### config.mk
export PLATFORM = sky130hd
export DESIGN_NAME = binary_to_decimal_ascii
export DESIGN_NICKNAME = d
export VERILOG_FILES = /design/src/hdl/b2da_pkg.sv /design/src/hdl/b2da_cell.sv /design/src/hdl/binary_to_decimal_ascii.sv
export SDC_FILE = /design/constraint.sdc
export NUM_CORES = 1
export LEC_CHECK = 0
export ABC_AREA = 1
export BUFFER_PORTS_ARGS = -buffer_cell sky130_fd_sc_hd__buf_2
export CORE_MARGIN = 1
export CORE_UTILIZATION = 25
export DETAILED_ROUTE_END_ITERATION = 12
export PLACE_DENSITY_LB_ADDON = 0.25
export SKIP_CTS_REPAIR_TIMING = 1
export SLEW_MARGIN = 20
export SYNTH_ARGS = -nofsm -noshare
export SYNTH_HDL_FRONTEND = slang
export SYNTH_SLANG_ARGS = --single-unit
### constraint.sdc
create_clock -name clk -period 4 [get_ports clk]
set_input_delay 0.4 -clock clk [delete_from_list [all_inputs] [get_ports clk]]
set_output_delay 0.4 -clock clk [all_outputs]
set_load 0.01 [all_outputs]
### src/hdl/b2da_pkg.sv
// Shared constants and types for the binary to decimal ASCII converter.
`timescale 1ns / 1ps

package b2da_pkg;

  localparam int FIELD_DIGITS = 20;
  localparam int VALUE_BITS   = 64;

  localparam int DIGIT_W    = 4;
  localparam int CHAR_W     = 6;
  localparam int IN_DATA_W  = 64;
  localparam int OUT_DATA_W = 8;

  localparam int BIT_CNT_W  = (VALUE_BITS > 1) ? $clog2(VALUE_BITS) : 1;
  localparam int CHAR_CNT_W = (FIELD_DIGITS > 1) ? $clog2(FIELD_DIGITS) : 1;

  localparam logic [CHAR_W-1:0] ASCII_SPACE = CHAR_W'(32);
  localparam logic [CHAR_W-1:0] ASCII_ZERO  = CHAR_W'(48);

  localparam logic [BIT_CNT_W-1:0]  LAST_BIT  = BIT_CNT_W'(VALUE_BITS - 1);
  localparam logic [CHAR_CNT_W-1:0] LAST_CHAR = CHAR_CNT_W'(FIELD_DIGITS - 1);

  // Operation applied to all digit cells together.
  typedef enum logic [1:0] {
    OP_HOLD,
    OP_CLEAR,
    OP_DABBLE,
    OP_DIGIT
  } cell_op_t;

  typedef enum logic [1:0] {
    ST_IDLE,
    ST_CONVERT,
    ST_EMIT
  } state_t;

endpackage

### src/hdl/b2da_cell.sv
// One BCD digit cell of the double-dabble chain.
`timescale 1ns / 1ps

module b2da_cell (
  input  logic                          clk,
  input  b2da_pkg::cell_op_t            op,
  input  logic                          bit_in,
  input  logic [b2da_pkg::DIGIT_W-1:0]  digit_in,
  output logic [b2da_pkg::DIGIT_W-1:0]  digit,
  output logic                          carry_out
);
  import b2da_pkg::*;

  logic [DIGIT_W-1:0] digit_r;
  logic [DIGIT_W-1:0] digit_nxt;
  logic [DIGIT_W-1:0] adj;

  // Add three before the shift when the digit would overflow past nine.
  assign adj       = (digit_r >= DIGIT_W'(5)) ? (digit_r + DIGIT_W'(3)) : digit_r;
  assign carry_out = adj[DIGIT_W-1];
  assign digit     = digit_r;

  always_comb begin
    case (op)
      OP_CLEAR:  digit_nxt = '0;
      OP_DABBLE: digit_nxt = {adj[DIGIT_W-2:0], bit_in};
      OP_DIGIT:  digit_nxt = digit_in;
      default:   digit_nxt = digit_r;
    endcase
  end

  always_ff @(posedge clk) begin
    digit_r <= digit_nxt;
  end

endmodule

### src/hdl/binary_to_decimal_ascii.sv
// Binary to decimal ASCII converter: control and a chain of digit cells.
//
// Input stream (in_*): one transaction carries a 64-bit unsigned value in
// in_tdata. Output stream (out_*): per value, a field of 20 ASCII characters,
// most significant position first, right-justified with leading spaces; zero
// prints a single '0' in the last position. out_tlast marks the 20th char.
// Sequence: the value is taken while idle, then the digit chain runs one
// shift-and-adjust step per value bit, then the chain shifts one digit
// per cycle toward the top cell, which drives the output, while out_tready
// is high. A new value is taken only after the whole field has gone out;
// in_tready is high only while the block is idle.
// A stall on out_tready holds the current character and the chain; nothing
// is dropped. Reset returns the control to idle and drops any field that is
// in progress; the digit cells need no reset.
`timescale 1ns / 1ps

module binary_to_decimal_ascii (
  input  logic                               clk,
  input  logic                               rst_n,
  input  logic                               in_tvalid,
  output logic                               in_tready,
  input  logic [b2da_pkg::IN_DATA_W-1:0]     in_tdata,   // [63:0] value
  output logic                               out_tvalid,
  input  logic                               out_tready,
  output logic [b2da_pkg::OUT_DATA_W-1:0]    out_tdata,  // [5:0] ascii_char
  output logic                               out_tlast   // last_char
);
  import b2da_pkg::*;

  state_t                 state_r, state_nxt;
  logic [VALUE_BITS-1:0]  shift_r, shift_nxt;
  logic [BIT_CNT_W-1:0]   bit_cnt_r, bit_cnt_nxt;
  logic [CHAR_CNT_W-1:0]  char_cnt_r, char_cnt_nxt;
  logic                   seen_r, seen_nxt;
  cell_op_t               op;

  logic [DIGIT_W-1:0] cell_digit [FIELD_DIGITS];
  logic               cell_carry [FIELD_DIGITS];

  logic [DIGIT_W-1:0] top_digit;
  logic               is_last;
  logic               blank;
  logic [CHAR_W-1:0]  ascii_char;

  genvar gi;
  generate
    for (gi = 0; gi < FIELD_DIGITS; gi++) begin : g_cell
      if (gi == 0) begin : g_first
        b2da_cell u_cell (
          .clk       (clk),
          .op        (op),
          .bit_in    (shift_r[VALUE_BITS-1]),
          .digit_in  ('0),
          .digit     (cell_digit[gi]),
          .carry_out (cell_carry[gi])
        );
      end else begin : g_rest
        b2da_cell u_cell (
          .clk       (clk),
          .op        (op),
          .bit_in    (cell_carry[gi-1]),
          .digit_in  (cell_digit[gi-1]),
          .digit     (cell_digit[gi]),
          .carry_out (cell_carry[gi])
        );
      end
    end
  endgenerate

  // The top cell's carry is unused: a 64-bit value fits in the 20-digit field.
  assign top_digit  = cell_digit[FIELD_DIGITS-1];
  assign is_last    = (char_cnt_r == LAST_CHAR);
  assign blank      = !seen_r && (top_digit == '0) && !is_last;
  assign ascii_char = blank ? ASCII_SPACE : (ASCII_ZERO + CHAR_W'(top_digit));

  assign in_tready  = (state_r == ST_IDLE);
  assign out_tvalid = (state_r == ST_EMIT);
  assign out_tdata  = {{(OUT_DATA_W - CHAR_W){1'b0}}, ascii_char};
  assign out_tlast  = is_last;

  always_comb begin
    state_nxt    = state_r;
    shift_nxt    = shift_r;
    bit_cnt_nxt  = bit_cnt_r;
    char_cnt_nxt = char_cnt_r;
    seen_nxt     = seen_r;
    op           = OP_HOLD;
    case (state_r)
      ST_IDLE: begin
        if (in_tvalid) begin
          shift_nxt   = in_tdata[VALUE_BITS-1:0];
          bit_cnt_nxt = '0;
          op          = OP_CLEAR;
          state_nxt   = ST_CONVERT;
        end
      end
      ST_CONVERT: begin
        op          = OP_DABBLE;
        shift_nxt   = {shift_r[VALUE_BITS-2:0], 1'b0};
        bit_cnt_nxt = bit_cnt_r + BIT_CNT_W'(1);
        if (bit_cnt_r == LAST_BIT) begin
          char_cnt_nxt = '0;
          seen_nxt     = 1'b0;
          state_nxt    = ST_EMIT;
        end
      end
      ST_EMIT: begin
        if (out_tready) begin
          // Advance the next digit into the top cell.
          op           = OP_DIGIT;
          char_cnt_nxt = char_cnt_r + CHAR_CNT_W'(1);
          seen_nxt     = seen_r || (top_digit != '0);
          if (is_last) begin
            state_nxt = ST_IDLE;
          end
        end
      end
      default: begin
        state_nxt = ST_IDLE;
      end
    endcase
  end

  always_ff @(posedge clk) begin
    if (!rst_n) begin
      state_r <= ST_IDLE;
    end else begin
      state_r <= state_nxt;
    end
  end

  always_ff @(posedge clk) begin
    shift_r    <= shift_nxt;
    bit_cnt_r  <= bit_cnt_nxt;
    char_cnt_r <= char_cnt_nxt;
    seen_r     <= seen_nxt;
  end

endmodule
# Word-level counts from Yosys, hierarchy flattened

Index checks and enable logic that the tools add are counted.

Register bits: 158
Bits of input ports: 68

Add/sub/neg operators: 23
Order comparisons: 20
Equal/unequal tests: 11
Muxes and demuxes: 59
Reductions and logical operators: 16

Operators by type and width:

| kind                                                                                | count |
|---|---|
| 4-bit case mux with 3 select lines                                                  | 19 |
| 64-bit case mux with 2 select lines                                                 | 1 |
| 4-bit by 3-bit greater-or-equal comparator with 1-bit output, second input constant | 20 |
| 4-bit by 2-bit adder with 4-bit output, second input constant                       | 19 |
| 4-bit 2-to-1 mux                                                                    | 19 |
| 64-bit 2-to-1 mux                                                                   | 1 |
| 6-bit 2-to-1 mux                                                                    | 2 |
| 2-bit case mux with 3 select lines                                                  | 2 |
| 6-bit case mux with 2 select lines                                                  | 1 |
| 2-bit 2-to-1 mux                                                                    | 5 |
| 5-bit 2-to-1 mux                                                                    | 2 |
| 5-bit case mux with 2 select lines                                                  | 1 |
| 4-bit case mux with 2 select lines                                                  | 1 |
| 5-bit by 5-bit adder with 6-bit output, first input constant                        | 1 |
| 6-bit by 1-bit adder with 6-bit output, second input constant                       | 1 |
| 2-bit == test, second input constant                                                | 3 |
| 6-bit == test, second input constant                                                | 1 |
| 2-bit nonzero test                                                                  | 3 |
| 5-bit by 1-bit adder with 5-bit output, second input constant                       | 1 |
| 5-bit == test, second input constant                                                | 1 |
| 2-bit by 1-bit == test with 1-bit output, second input constant                     | 2 |
| 4-bit logical NOT                                                                   | 1 |
| 2-bit by 1-bit != test with 1-bit output, second input constant                     | 2 |
| 2-bit != test, second input constant                                                | 2 |
| 14 further kinds                                                                    | 18 |

# Logic depth before layout (Yosys ltp)

Gate-level depths: netlist of the first run.

Depth after elaboration: 5
Mapped depth: 10

# Hierarchy

Synthesis of the first run repeated with hierarchy kept, for this count alone.

Cell total of the unflattened synthesis: 1120
Area, all modules: 9472.8 um^2

Modules (own cells, without submodules):

| module                  | instances | cells each | area an instance (um^2) | sequential area each (um^2) |
|---|---|---|---|---|
| b2da_cell               | 20        | 38         | 300.3                   | 120.1 |
| binary_to_decimal_ascii | 1         | 360        | 3467.1                  | 2322.2 |

# Worst setup path after synthesis of the first run

No wires, ideal clock.

Path kind: reg-to-reg
From: register state_r[1]
To: register g_cell[0].g_first.u_cell.digit_r[0], enable pin
Data arrival time: 2.720 ns
Data required time: 3.002 ns
Slack: 0.281 ns
Stages on the path, launching flop included: 7
Buffers on the path: 2
Path through: dfxtp_1 > inv_2 > nor2_4 > nand2_2 > buf_4 > buf_2 > nand3_1

Longest elaborated chain between the ends: 5

RTL lines:

| element                                                                   | line                           | RTL |
|---|---|---|
| from (decl)                                                               | binary_to_decimal_ascii.sv:30  | `state_t state_r, state_nxt;` |
| from (signal assigned)                                                    | binary_to_decimal_ascii.sv:128 | `state_r <= state_nxt;` |
| 2-bit == test (*)                                                         | n/a                            |  |
| via out_tvalid                                                            | binary_to_decimal_ascii.sv:23  | `output logic out_tvalid,` |
| 2-bit case mux with 3 select lines (*)                                    | binary_to_decimal_ascii.sv:88  | `case (state_r)` |
| 2-bit by 1-bit == test with 1-bit output or 2-bit == test (tied branches) | b2da_cell.sv:24                | `case (op)` |
| 2-bit OR reduction (no source line)                                       | n/a                            |  |
| 2-bit nonzero test (no source line) (*)                                   | n/a                            |  |
| to (signal assigned)                                                      | b2da_cell.sv:33                | `digit_r <= digit_nxt;` |
| to (decl)                                                                 | b2da_cell.sv:14                | `logic [DIGIT_W-1:0] digit_r;` |

The timed path passes the listed nets; every way through them passes the cells marked *.
A chain may end at the register's enable or synchronous reset.

# Final worst setup path of the first run

From: register state_r[0]
To: register shift_r[40], enable pin

Longest elaborated chain between the ends: 3

RTL lines:

| element                                                                       | line                           | RTL |
|---|---|---|
| 2-bit by 1-bit == test with 1-bit output or 2-bit logical NOT (tied branches) | binary_to_decimal_ascii.sv:88  |  |
| 2-bit nonzero test (no source line) or 2-bit != test (tied branches)          | n/a                            |  |
| 2-bit AND reduction (no source line) (*)                                      | n/a                            |  |
| to (signal assigned)                                                          | binary_to_decimal_ascii.sv:133 | `shift_r <= shift_nxt;` |
| to (decl)                                                                     | binary_to_decimal_ascii.sv:31  | `logic [VALUE_BITS-1:0] shift_r, shift_nxt;` |

Every way passes the cells marked *; elsewhere a longest branch is shown, timed or not.

==> reports/qor.log, run 1 <==
qor: yosys.complex_gate_fraction_of_the_synthesized_area 12.5%
qor: clocking.clock_tree_from_tritoncts built
qor: yosys.synth-adder-area-share 6.36%
qor: clocking.worst_skew_pair.late_latency 0.44 ns
qor: worst_setup_path.critPathLaunchType flop
qor: clocking.cts.sinks 158
qor: timing.tns 0 ns
qor: floorplan.die_width 186 um
qor: floorplan.floorplan.io_pins 79
qor: clocking.ctsHtreeMaxLevel 4
qor: yosys.share_of_synthesized_cell_area_in_and_or_nand_and_nor_gates 15.9%
qor: timing.final.setup_skew 0.0117 ns
qor: floorplan.fp-row-count 67
qor: worst_setup_path.worstSetupPathType reg2reg
qor: yosys.multiplexer_share_of_the_synthesized_area 0%
qor: worst_setup_path.reg2reg_from state_r[0]
qor: clocking.tritoncts.num_buffers 17
qor: global_routing.grt_antenna_before_repair 1
qor: global_routing.grt_util_all_layers 10.7%
qor: cells_and_area.layout_common_cells nand2_1, edfxtp_1, o21ai_0
qor: cells_and_area.area_growth_syn_to_layout 17.3%
qor: routing.detail_route.vias_per_cell 4.27
qor: place.io_buffers 75
qor: routing.wl_per_cell 12.1 um
qor: timing.unrepaired_setup_endpoints_after_global_routing false
qor: cells_and_area.finalInstanceArea 9930 sq um
qor: worst_setup_path.crit_fanout 70
qor: yosys.yosys.area_share.xor_xnor 2.07%
qor: routing.detail_route.first_pass.iterations 4
qor: yosys.synth_cell_area 8470 sq um
qor: floorplan.core_region_area 33400 sq um
qor: worst_setup_path.regToRegSetupSlack 1.35 ns
qor: worst_setup_path.r2r_cells 7
qor: floorplan.initial_utilization 25.3%
qor: yosys.syn_area_per_cell 9.20 sq um
qor: timing.timing_hold_violations_final 0
qor: routing.totalWireLength 17500 um
qor: place.placedInstanceArea 9330 sq um
qor: timing.timing.max_slew.rel_slack 42.9%
qor: clocking.clk_path_buf_depth 2
qor: global_routing.grt_first_pass_wirelength 29600 um
qor: power_and_ir_drop.ir_worst_vdd 330 uV
qor: yosys.number_of_register_bits_inferred_by_synthesis 158
qor: worst_setup_path.startpoint state_r[0]
qor: power_and_ir_drop.fin_total_pwr 6.90 mW
qor: power_and_ir_drop.power.leakage 4.20 nW
qor: cells_and_area.num_antenna_cells 0
qor: worst_setup_path.worstSetupEndpointType flop
qor: cells_and_area.fill_count 3534
qor: place.gp_routability_congestion 0.729
qor: routing.route.detailed.drc 0
qor: outcome.status complete, no violations
qor: cells_and_area.layout_commonest_cell nand2_1
qor: yosys.yosysUniqueCellTypes 25
qor: cells_and_area.fin_nets 1098
qor: timing.timing.final.max_slew_violations 0
qor: yosys.largest_family_of_logic_cells_by_synthesized_area simple AND/OR/NAND/NOR gates
qor: yosys.synth_seq_area_share 55.8%
qor: timing.clock.fmax 378 MHz
qor: min_path.hp-class in2reg
qor: timing.shortest_clock_period_the_worst_path_allows_after_layout 2.65 ns
qor: yosys.syn_inst 920
qor: worst_setup_path.worst_ep_arrival_time 2.82 ns
qor: timing.period_share 66.2%
qor: worst_setup_path.setup.worst_path.end shift_r[40]
qor: clocking.clk_pin_slew_worst_paths 0.07 ns
qor: place.dp_hpwl 11400 um
qor: cells_and_area.fraction_of_final_layout_cells_with_drive_strength_greater_than_1 12.1%
qor: routing.drt_iter0_drc 408
qor: global_routing.grt_start_max_net_pins 73
qor: timing.finalSetupViolCount 0
qor: cells_and_area.layout.core_utilization 29.7%
qor: routing.antenna_left 0
qor: floorplan.die_y 186 um
qor: yosys.synth_warnings 0
qor: clocking.cts_root_buf clkbuf_16
qor: routing.routed-via-count 6185
qor: run.maxCapViolations 0
qor: floorplan.fp.dieArea 34600 sq um
qor: global_routing.grt_overflow 0
qor: global_routing.grt_pass1_vias 6090
qor: power_and_ir_drop.cellPowerDensity 694 nW/um^2
qor: worst_setup_path.reg2reg_to shift_r[40]
qor: timing.worst_slew_pin_slew 0.848 ns
qor: worst_setup_path.cp.required 4.17 ns
[synth_stat cells (all sizes together)]
master | instances | share of area (%)
o21ai | 135 | 8.0
edfxtp | 156 | 55
a31oi | 1 | 0.074
nor2 | 23 | 1.2
buf | 19 | 1.2
ha | 43 | 6.4
xnor2 | 1 | 0.10
nand2 | 264 | 12
nand3 | 48 | 2.8
nor3 | 3 | 0.18
inv | 120 | 5.3
dfxtp | 2 | 0.47
xor2 | 19 | 2.0
o21bai | 1 | 0.089
a21boi | 1 | 0.089
o22ai | 20 | 1.5
o21a | 1 | 0.089
clkbuf | 16 | 0.71
conb | 2 | 0.089
a21oi | 45 | 2.7
[cells by family (layout without fill, tap and decap cells)]
kind of cell / Yosys count / count (layout)
other cells: 2 / 3
xor+xnor: 20 / 20
simple gates: 338 / 338
buf+inv: 155 / 234
fa+ha+maj: 43 / 43
compound gates: 204 / 204
flops: 158 / 158
[worst max-delay path, stage by stage, from the launching register on]
cell and delay [ns]:
dfxtp_1 0.34, inv_1 0.12, nor2_4 0.03, buf_4 0.24, clkinv_2 0.08, buf_4 0.54
nand2_2 0.59, buf_12 0.37
[stage by stage]
stage,worst slack [ns],hold slack (ns),std cells
global placement,1.29,0.498,1416
global route,1.09,0.189,1448
detailed placement,1.28,0.502,1416
floorplan,0.281,0.494,921
finish,1.35,0.209,1448
CTS,1.27,0.189,1448
[routing by layer]
metal | routed length (um) | share of wire (%) | vias up | track usage [%]
li1 | - | - | 3226 | -
met1 | 9180 | 52 | 2818 | 15.0
met2 | 7420 | 42 | 123 | 16.4
met3 | 780 | 4.4 | 16 | 2.86
met4 | 140 | 0.80 | 2 | 2.46
met5 | 13 | 0.074 | - | 0
[layout make-up]
type,count,area [sq um],area share (%)
sequential,158,4720,47.6
timing repair buffer,82,453,4.56
inverter,120,452,4.55
multi-input combinational,608,3140,31.7
tap,448,561,5.64
clock buffer,17,425,4.28
clock inverter,15,173,1.74
[flip-flops by register name, summed over array words and instances (netlist names)]
name                         flops
bit_cnt_r                        6
char_cnt_r                       5
seen_r                           1
shift_r                         64
g_cell.g_first.u_cell.digit      4
g_cell.g_rest.u_cell.digit      76
state_r                          2
[how the worst min path moves through the flow]
| stage | start | endpoint | slack (ns) | depth (start not counted) |
|---|---|---|---|---|
| floorplan | shift_r[9] | shift_r[10] | 0.49 | 2 |
| global placement | shift_r[56] | shift_r[57] | 0.50 | 2 |
| detailed placement | shift_r[46] | shift_r[47] | 0.50 | 2 |
| CTS | rst_n | state_r[1] | 0.19 | 3 |
| global route | rst_n | state_r[1] | 0.19 | 3 |
| finish | rst_n | state_r[1] | 0.21 | 3 |
[report_power, final]
part / internal [mW] / switching, mW / leakage [nW]
Sequential: 2.69 / 0.390 / 1.58
Combinational: 0.715 / 1.46 / 2.32
Clock: 0.842 / 0.803 / 0.292
No activity file was read; power rests on OpenSTA's default activity.
==> run 2: changes to the inputs <==
Settings changed: ABC_AREA 1 to 0.
Clock period 4 ns to 2.3 ns, I/O delays scaled along.
==> run 2 against run 1 <==
Via count down 8.4%. Flip-flop and latch count unchanged. Synthesized cell count decreased by 15%. Worst hold slack got worse by 0.15 ns. Setup slack got worse by 1.1 ns. Sequential power grew 23%. Non-clock buffer count is 5 higher. Clock-buffer cell count stayed put. Global-route usage decreased by 0.30 points. Critical endpoint is now out_tdata[0]. Largest power group unchanged.
==> reports/qor.log, run 2 <==
qor: timing.clock.fmax 485 MHz
qor: worst_setup_path.worstSetupEndpointType primary output
qor: timing.finalSetupViolCount 0 [unchanged]
qor: cells_and_area.num_antenna_cells 0 [unchanged]
qor: timing.timing_hold_violations_final 0 [unchanged]
qor: place.dp_cells 1284 [-9.3%]
qor: cells_and_area.layout_common_cells nand2_1, edfxtp_1, buf_2
qor: yosys.yosys.area_share.xor_xnor 4.76% [+2.7 points]
qor: cells_and_area.fraction_of_final_layout_cells_with_drive_strength_greater_than_1 15.6% [+3.5 points]
qor: place.pre_cts_ws 0.547 ns [-0.736 ns]
qor: routing.wl_per_cell 13.2 um [+9.0%]
qor: yosys.netlist_top_cells_count nand2_1, edfxtp_1, ha_1, a21oi_1, inv_1
qor: global_routing.grt_util_all_layers 10.4% [-0.30 points]
qor: yosys.synth_warnings 0 [unchanged]
qor: yosys.synth_cell_area 8460 sq um [about the same]
qor: yosys.multiplexer_share_of_the_synthesized_area 1.54% [+1.5 points]
qor: global_routing.grt_overflow 0 [unchanged]
qor: routing.totalWireLength 17400 um [-1.0%]
qor: yosys.yosysUniqueCellTypes 38 [+52%]
qor: cells_and_area.final-instance-count-excl-fill 1315 [-9.2%]
qor: clocking.worst_skew_pair.late_latency 0.42 ns [-0.02 ns]
qor: worst_setup_path.reg2reg_from g_cell[11].g_rest.u_cell.digit[0]
qor: clocking.ctsHtreeMaxLevel 4 [unchanged]
qor: outcome.status complete, no violations
qor: cells_and_area.largest_register_ffs 76 [unchanged]
qor: routing.route.detailed.drc 0 [unchanged]
qor: worst_setup_path.critPathLaunchType flop
qor: routing.antenna_left 0 [unchanged]
qor: power_and_ir_drop.combPwrFrac 15.7% [-16 points]
qor: yosys.synthMostInstantiatedCell nand2_1
qor: timing.tns 0 ns [unchanged]
qor: floorplan.floorplan.io_pins 79 [unchanged]
qor: routing.detail_route.first_pass.iterations 4 [unchanged]
qor: yosys.synth-adder-area-share 6.36% [about the same]
qor: min_path.timing.hold.worst.start rst_n
qor: yosys.synth_edf_count 156 [unchanged]
qor: timing.period_share 89.6%
qor: floorplan.fp-row-count 67 [unchanged]
qor: routing.topRoutingLayerUsed met5
qor: timing.timing.final.max_slew_violations 0 [unchanged]
qor: clocking.tritoncts.num_buffers 17 [unchanged]
qor: timing.worst_slew_pin_slew 0.531 ns [-0.317 ns]
qor: power_and_ir_drop.fin_total_pwr 7.76 mW [+12%]
qor: timing.setup_slack 0.239 ns [-1.11 ns]
qor: min_path.hp-class in2reg
qor: routing.route.layer.met1.wl 8890 um [-3.1%]
qor: power_and_ir_drop.p_seq_share 48.8% [+4.1 points]
qor: timing.timing.max_slew.rel_slack 64.6% [+22 points]
qor: global_routing.grt_start_max_net_pins 81 [+11%]
qor: place.dp_hpwl 11000 um [-2.7%]
qor: power_and_ir_drop.power.internal 5.54 mW [+30%]
qor: worst_setup_path.startpoint g_cell[19].g_rest.u_cell.digit[0]
qor: yosys.synthDominantAreaCellType edfxtp_1
qor: power_and_ir_drop.ir_worst_vdd 340 uV [+3.0%]
qor: cells_and_area.layout.core_utilization 29.7% [+0.037 points]
qor: clocking.cts.sinks 158 [unchanged]
qor: floorplan.initial_utilization 25.3% [about the same]
qor: yosys.synth.top_cell.area_share 55.4% [about the same]
qor: worst_setup_path.worstSetupPathType reg2out
qor: worst_setup_path.cp.required 2.07 ns [-2.10 ns]
qor: power_and_ir_drop.power_switching_share 28.6% [-9.8 points]
qor: routing.detailroute.wirelength.met2 7670 um [+3.4%]
qor: place.placedInstanceArea 9370 sq um [+0.39%]
qor: yosys.largest_family_of_logic_cells_by_synthesized_area simple AND/OR/NAND/NOR gates
qor: yosys.synth_seq_area_share 55.8% [about the same]
qor: place.io_buffers 75 [unchanged]
qor: routing.wl_met3 667 um [-14%]
qor: global_routing.grt_antenna_before_repair 2 [+1]
qor: timing.unrepaired_setup_endpoints_after_global_routing false
qor: worst_setup_path.worst_ep_arrival_time 1.83 ns [-0.99 ns]
qor: timing.shortest_clock_period_the_worst_path_allows_after_layout 2.06 ns
qor: yosys.complex_gate_fraction_of_the_synthesized_area 10.9% [-1.5 points]
qor: cells_and_area.fill_count 3479 [-1.6%]
qor: routing.drt_iter0_drc 337 [-17%]
qor: global_routing.grt_pass1_vias 5633 [-7.5%]
qor: place.gp_routability_congestion 0.717 [-1.7%]
qor: global_routing.grt_first_pass_wirelength 28600 um [-3.5%]
qor: cells_and_area.finalInstanceArea 9940 sq um [+0.13%]
qor: floorplan.fp.dieArea 34600 sq um [about the same]
qor: cells_and_area.area_growth_syn_to_layout 17.5%
qor: floorplan.core_region_area 33400 sq um [unchanged]
qor: power_and_ir_drop.cellPowerDensity 780 nW/um^2 [+12%]
qor: routing.detail_route.vias_per_cell 4.31 [+0.91%]
qor: power_and_ir_drop.power.leakage 3.98 nW [-5.2%]
qor: floorplan.die_width 186 um [about the same]
qor: yosys.syn_area_per_cell 10.8 sq um [+17%]
qor: yosys.post_synth_main_area_contributors edfxtp_1, nand2_1, ha_1, xor2_1, a21oi_1
qor: yosys.postSynth.topFlopCell edfxtp_1
qor: clocking.clock_tree_from_tritoncts built
qor: floorplan.die_y 186 um [about the same]
qor: routing.routed-via-count 5668 [-8.4%]
qor: cells_and_area.layout_commonest_cell nand2_1
qor: cells_and_area.fin_nets 966 [-12%]
qor: clocking.cts_root_buf clkbuf_16
qor: timing.final.setup_skew 0.0108 ns [-0.000889 ns]
qor: clocking.clk_pin_slew_worst_paths 0.07 ns [about the same]
qor: power_and_ir_drop.p_sw 2.22 mW [-16%]
qor: yosys.share_of_synthesized_cell_area_in_and_or_nand_and_nor_gates 15.8% [-0.17 points]
qor: clocking.clk_path_buf_depth 2 [unchanged]
qor: timing.hold_slack 0.0628 ns [-0.146 ns]
qor: yosys.ys_async_sr_fraction 0% [unchanged]
qor: worst_setup_path.crit_fanout 3 [-96%]
qor: yosys.number_of_register_bits_inferred_by_synthesis 158 [unchanged]
qor: power_and_ir_drop.p_clk_share 35.5% [+12 points]
qor: yosys.syn_inst 785 [-15%]
qor: run.maxCapViolations 0 [unchanged]
run 2: changes by cell type after synthesis, sizes merged, moves of 21 or more:
| cell | before | now |
|---|---|---|
| inv | 120 | 41 |
| nand2b | 0 | 23 |
| xnor2 | 1 | 22 |
| nand3 | 48 | 13 |
| o21ai | 135 | 40 |
| nand2 | 264 | 220 |
run 2: worst max-delay path, stage by stage (launching register included):
cell and delay [ns]:
edfxtp_1 0.43, inv_1 0.13, ha_1 0.15, nor4b_2 0.25, nand2b_1 0.14, and2_1 0.17
buf_2 0.13
run 2: power groups by stage:
stage               Sequential [mW]  Combinational, mW  Clock (mW)
global route                   3.84               1.39        2.95
finish                         3.79               1.22        2.75
CTS                            3.79               1.23        2.84
floorplan                      3.78              0.942           0
detailed placement             3.85               1.23           0
global placement               3.85               1.22           0
run 2: metal layers:
metal	GRT usage [%]	vias up
met1	14.5	2666
met2	15.9	88
li1	-	2899
met4	2.92	4
met5	0	-
met3	2.64	11
run 2: path summary, 6_finish.rpt:
kind	to	slack, ns	cells after the start
min	state_r[1]	0.06	2
max	out_tdata[0]	0.24	6
max reg2reg	g_cell[11].g_rest.u_cell.digit[2]	0.56	6
min reg2reg	shift_r[27]	0.51	2
run 2: layout make-up:
cell class / count / area [sq um] / share of cell area [%]
Clock inverter: 14 / 143 / 1.43
Sequential cell: 158 / 4720 / 47.5
Multi-Input combinational cell: 550 / 3380 / 34.0
Clock buffer: 17 / 425 / 4.28
Inverter: 41 / 156 / 1.57
Timing Repair Buffer: 87 / 553 / 5.56
Tap cell: 448 / 561 / 5.64
run 2: cell families after synthesis:
logic type / Yosys count
AOI/OAI and AO/OA: 141
xor gates and xnor gates: 46
adders and majority gates: 43
buffers and inverters: 78
DFF: 158
muxes: 13
other: 2
and+or+nand+nor: 304
==> run 3: changes to the inputs <==
==> constraint.sdc (replaced) <==
create_clock -name clk -period 2.3 [get_ports clk]
set_input_delay 0.46 -clock clk [delete_from_list [all_inputs] [get_ports clk]]
set_output_delay 0.46 -clock clk [all_outputs]
set_load 0.01 [all_outputs]
==> run 3 against run 2 <==
Fmax fell by 5.8%. Flip-flop and latch count did not move. Setup slack got worse by 0.13 ns. Global-route usage rose by 0.074 points. Clock power rose by 14%. Clock skew fell by 0.0035 ns. Sequential power barely moved.
==> reports/qor.log, run 3 (same netlist as run 2, synthesis figures left out) <==
qor: outcome.status complete, no violations
qor: cells_and_area.fraction_of_final_layout_cells_with_drive_strength_greater_than_1 16.1% [+0.48 points]
qor: floorplan.fp-row-count 67 [unchanged]
qor: floorplan.floorplan.io_pins 79 [unchanged]
qor: cells_and_area.layout_commonest_cell nand2_1
qor: clocking.tritoncts.num_buffers 17 [unchanged]
qor: timing.clock.fmax 457 MHz [-5.8%]
qor: global_routing.grt_first_pass_wirelength 28900 um [+0.99%]
qor: timing.final.setup_skew 0.00736 ns [-0.00347 ns]
qor: place.io_buffers 75 [unchanged]
qor: clocking.cts_root_buf clkbuf_16
qor: timing.shortest_clock_period_the_worst_path_allows_after_layout 2.19 ns [+0.127 ns]
qor: min_path.hold_end state_r[1]
qor: clocking.clk_path_buf_depth 2 [unchanged]
qor: global_routing.grt_util_all_layers 10.5% [+0.074 points]
qor: routing.route.detailed.drc 0 [unchanged]
qor: min_path.min_delay_path_depth 2 [unchanged]
qor: routing.antenna_left 0 [unchanged]
qor: global_routing.grt_overflow 0 [unchanged]
qor: clocking.clock_tree_from_tritoncts built
qor: place.placedInstanceArea 9370 sq um [about the same]
qor: power_and_ir_drop.combPwrFrac 15.0% [-0.7 points]
qor: power_and_ir_drop.p_seq_share 46.5% [-2.3 points]
qor: floorplan.initial_utilization 25.3% [unchanged]
qor: routing.routed-via-count 5669 [+0.018%]
qor: timing.worst_slew_pin_slew 0.553 ns [+0.0217 ns]
qor: min_path.hp-class in2reg
qor: floorplan.die_width 186 um [unchanged]
qor: place.dp_hpwl 11100 um [+0.78%]
qor: worst_setup_path.crit_path_max_incr_delay 0.42 ns [about the same]
qor: routing.detail_route.first_pass.iterations 5 [+1]
qor: worst_setup_path.worst_ep_arrival_time 1.73 ns [-0.10 ns]
qor: power_and_ir_drop.p_sw 2.12 mW [-4.6%]
qor: routing.wl_per_cell 13.4 um [+1.2%]
qor: cells_and_area.layout_common_cells nand2_1, edfxtp_1, buf_2
qor: floorplan.die_y 186 um [unchanged]
qor: cells_and_area.fill_count 3464 [-0.43%]
qor: run.maxCapViolations 0 [unchanged]
qor: worst_setup_path.critPathLaunchType flop
qor: timing.timing.max_slew.rel_slack 63.0% [-1.6 points]
qor: worst_setup_path.r2r_cells 3 [-3]
qor: routing.detail_route.vias_per_cell 4.29 [-0.36%]
qor: worst_setup_path.reg2reg_to g_cell[7].g_rest.u_cell.digit[1]
qor: power_and_ir_drop.power.leakage 4.04 nW [+1.5%]
qor: clocking.ctsHtreeMaxLevel 4 [unchanged]
qor: routing.totalWireLength 17600 um [+1.6%]
qor: global_routing.grt_start_max_net_pins 72 [-11%]
qor: power_and_ir_drop.power_switching_share 26.0% [-2.7 points]
qor: floorplan.fp.dieArea 34600 sq um [unchanged]
qor: global_routing.grt_antenna_before_repair 1 [-1]
qor: cells_and_area.area_growth_syn_to_layout 18.8%
qor: worst_setup_path.regToRegSetupSlack 0.49 ns [-0.07 ns]
qor: cells_and_area.layout.core_utilization 30.1% [+0.32 points]
qor: cells_and_area.largest_register_ffs 76 [unchanged]
qor: worst_setup_path.crit_path_cells inv_2, ha_1, nor4b_4, nand2b_1, and2_1, buf_2
qor: min_path.timing.hold.worst.start rst_n
qor: clocking.clk_pin_slew_worst_paths 0.07 ns [about the same]
qor: floorplan.core_region_area 33400 sq um [unchanged]
qor: clocking.cts.sinks 158 [unchanged]
qor: worst_setup_path.reg2reg_from state_r[0]
qor: power_and_ir_drop.p_clk_share 38.5% [+3.0 points]
qor: power_and_ir_drop.ir_worst_vdd 528 uV [+55%]
qor: timing.period_share 95.1% [+5.5 points]
qor: timing.finalSetupViolCount 0 [unchanged]
qor: place.gp_routability_congestion 0.696 [-2.9%]
qor: power_and_ir_drop.power.internal 6.04 mW [+9.0%]
qor: worst_setup_path.cp.required 1.84 ns [-0.23 ns]
qor: timing.tns 0 ns [unchanged]
qor: cells_and_area.fin_nets 970 [+0.41%]
qor: worst_setup_path.slowest_stage edfxtp_1
qor: cells_and_area.finalInstanceArea 10100 sq um [+1.1%]
qor: worst_setup_path.worstSetupEndpointType primary output
qor: global_routing.grt_pass1_vias 5626 [-0.12%]
qor: timing.timing.final.max_slew_violations 0 [unchanged]
qor: worst_setup_path.crit_fanout 3 [unchanged]
qor: power_and_ir_drop.cellPowerDensity 811 nW/um^2 [+4.0%]
qor: worst_setup_path.worstSetupPathType reg2out
qor: timing.timing_hold_violations_final 0 [unchanged]
qor: clocking.worst_skew_pair.late_latency 0.42 ns [about the same]
qor: cells_and_area.num_antenna_cells 0 [unchanged]
qor: routing.drt_iter0_drc 283 [-16%]
## run 3: changes by cell type in the layout (fill, tap and decap cells not counted), sizes merged
cell / change
clkinv: +5
bufinv: +5
clkinvlp: -2
clkbuf: +1
inv: -8
buf: +4
## run 3: area by class of cell
class,count,area [sq um],area share (%)
clock inverter,14,215,2.14
inverter,41,156,1.56
timing repair buffer,91,571,5.68
tap,448,561,5.58
clock buffer,18,429,4.27
multi-input combinational,550,3400,33.8
sequential,158,4720,47.0
## run 3: routing by layer
layer  wire [um]  track usage [%]
met5          10                0
met4         114             2.43
met3         769             3.07
met2        7700             16.0
met1        9030             14.6
## run 3: worst max-delay path by stage
| stage | slack, ns | to | depth (start not counted) | startpoint |
|---|---|---|---|---|
| 6_report | 0.11 | out_tdata[0] | 6 | g_cell[19].g_rest.u_cell.digit[0] |
| 5_1_grt | -0.05 | out_tdata[1] | 6 | g_cell[19].g_rest.u_cell.digit[0] |
| 4_1_cts | -0.16 | out_tdata[0] | 6 | g_cell[19].g_rest.u_cell.digit[0] |
| 3_5_place_dp | 0.31 | out_tdata[0] | 6 | g_cell[19].g_rest.u_cell.digit[0] |
| 3_3_place_gp | 0.38 | out_tdata[0] | 6 | g_cell[19].g_rest.u_cell.digit[0] |
| 2_1_floorplan | 0.02 | g_cell[0].g_first.u_cell.digit[0] | 2 | in_tvalid |
## run 3: worst max-delay path, delay by kind of cell (launching register included)
| family | cells | cell delay [ns] |
|---|---|---|
| and+or+nand+nor | 3 | 0.50 |
| adders and majority gates | 1 | 0.15 |
| DFF | 1 | 0.42 |
| buffers and inverters | 2 | 0.23 |
## run 3: power by group through the flow
stage | Sequential (mW) | Clock, mW | Combinational (mW)
5_1_grt | 3.84 | 3.34 | 1.40
6_report | 3.79 | 3.14 | 1.22
4_1_cts | 3.79 | 3.22 | 1.23
3_5_place_dp | 3.85 | 0 | 1.22
2_1_floorplan | 3.78 | 0 | 0.942
3_3_place_gp | 3.85 | 0 | 1.22
## run 3: stage by stage
step	hold slack, ns	power, mW	setup WS [ns]	cells
6_report	0.271	8.15	0.112	1320
5_1_grt	0.264	8.58	-0.0491	1320
4_1_cts	0.245	8.25	-0.159	1317
3_5_place_dp	0.496	5.07	0.309	1285
3_3_place_gp	0.487	5.07	0.380	1285
2_1_floorplan	0.484	4.73	0.0153	786
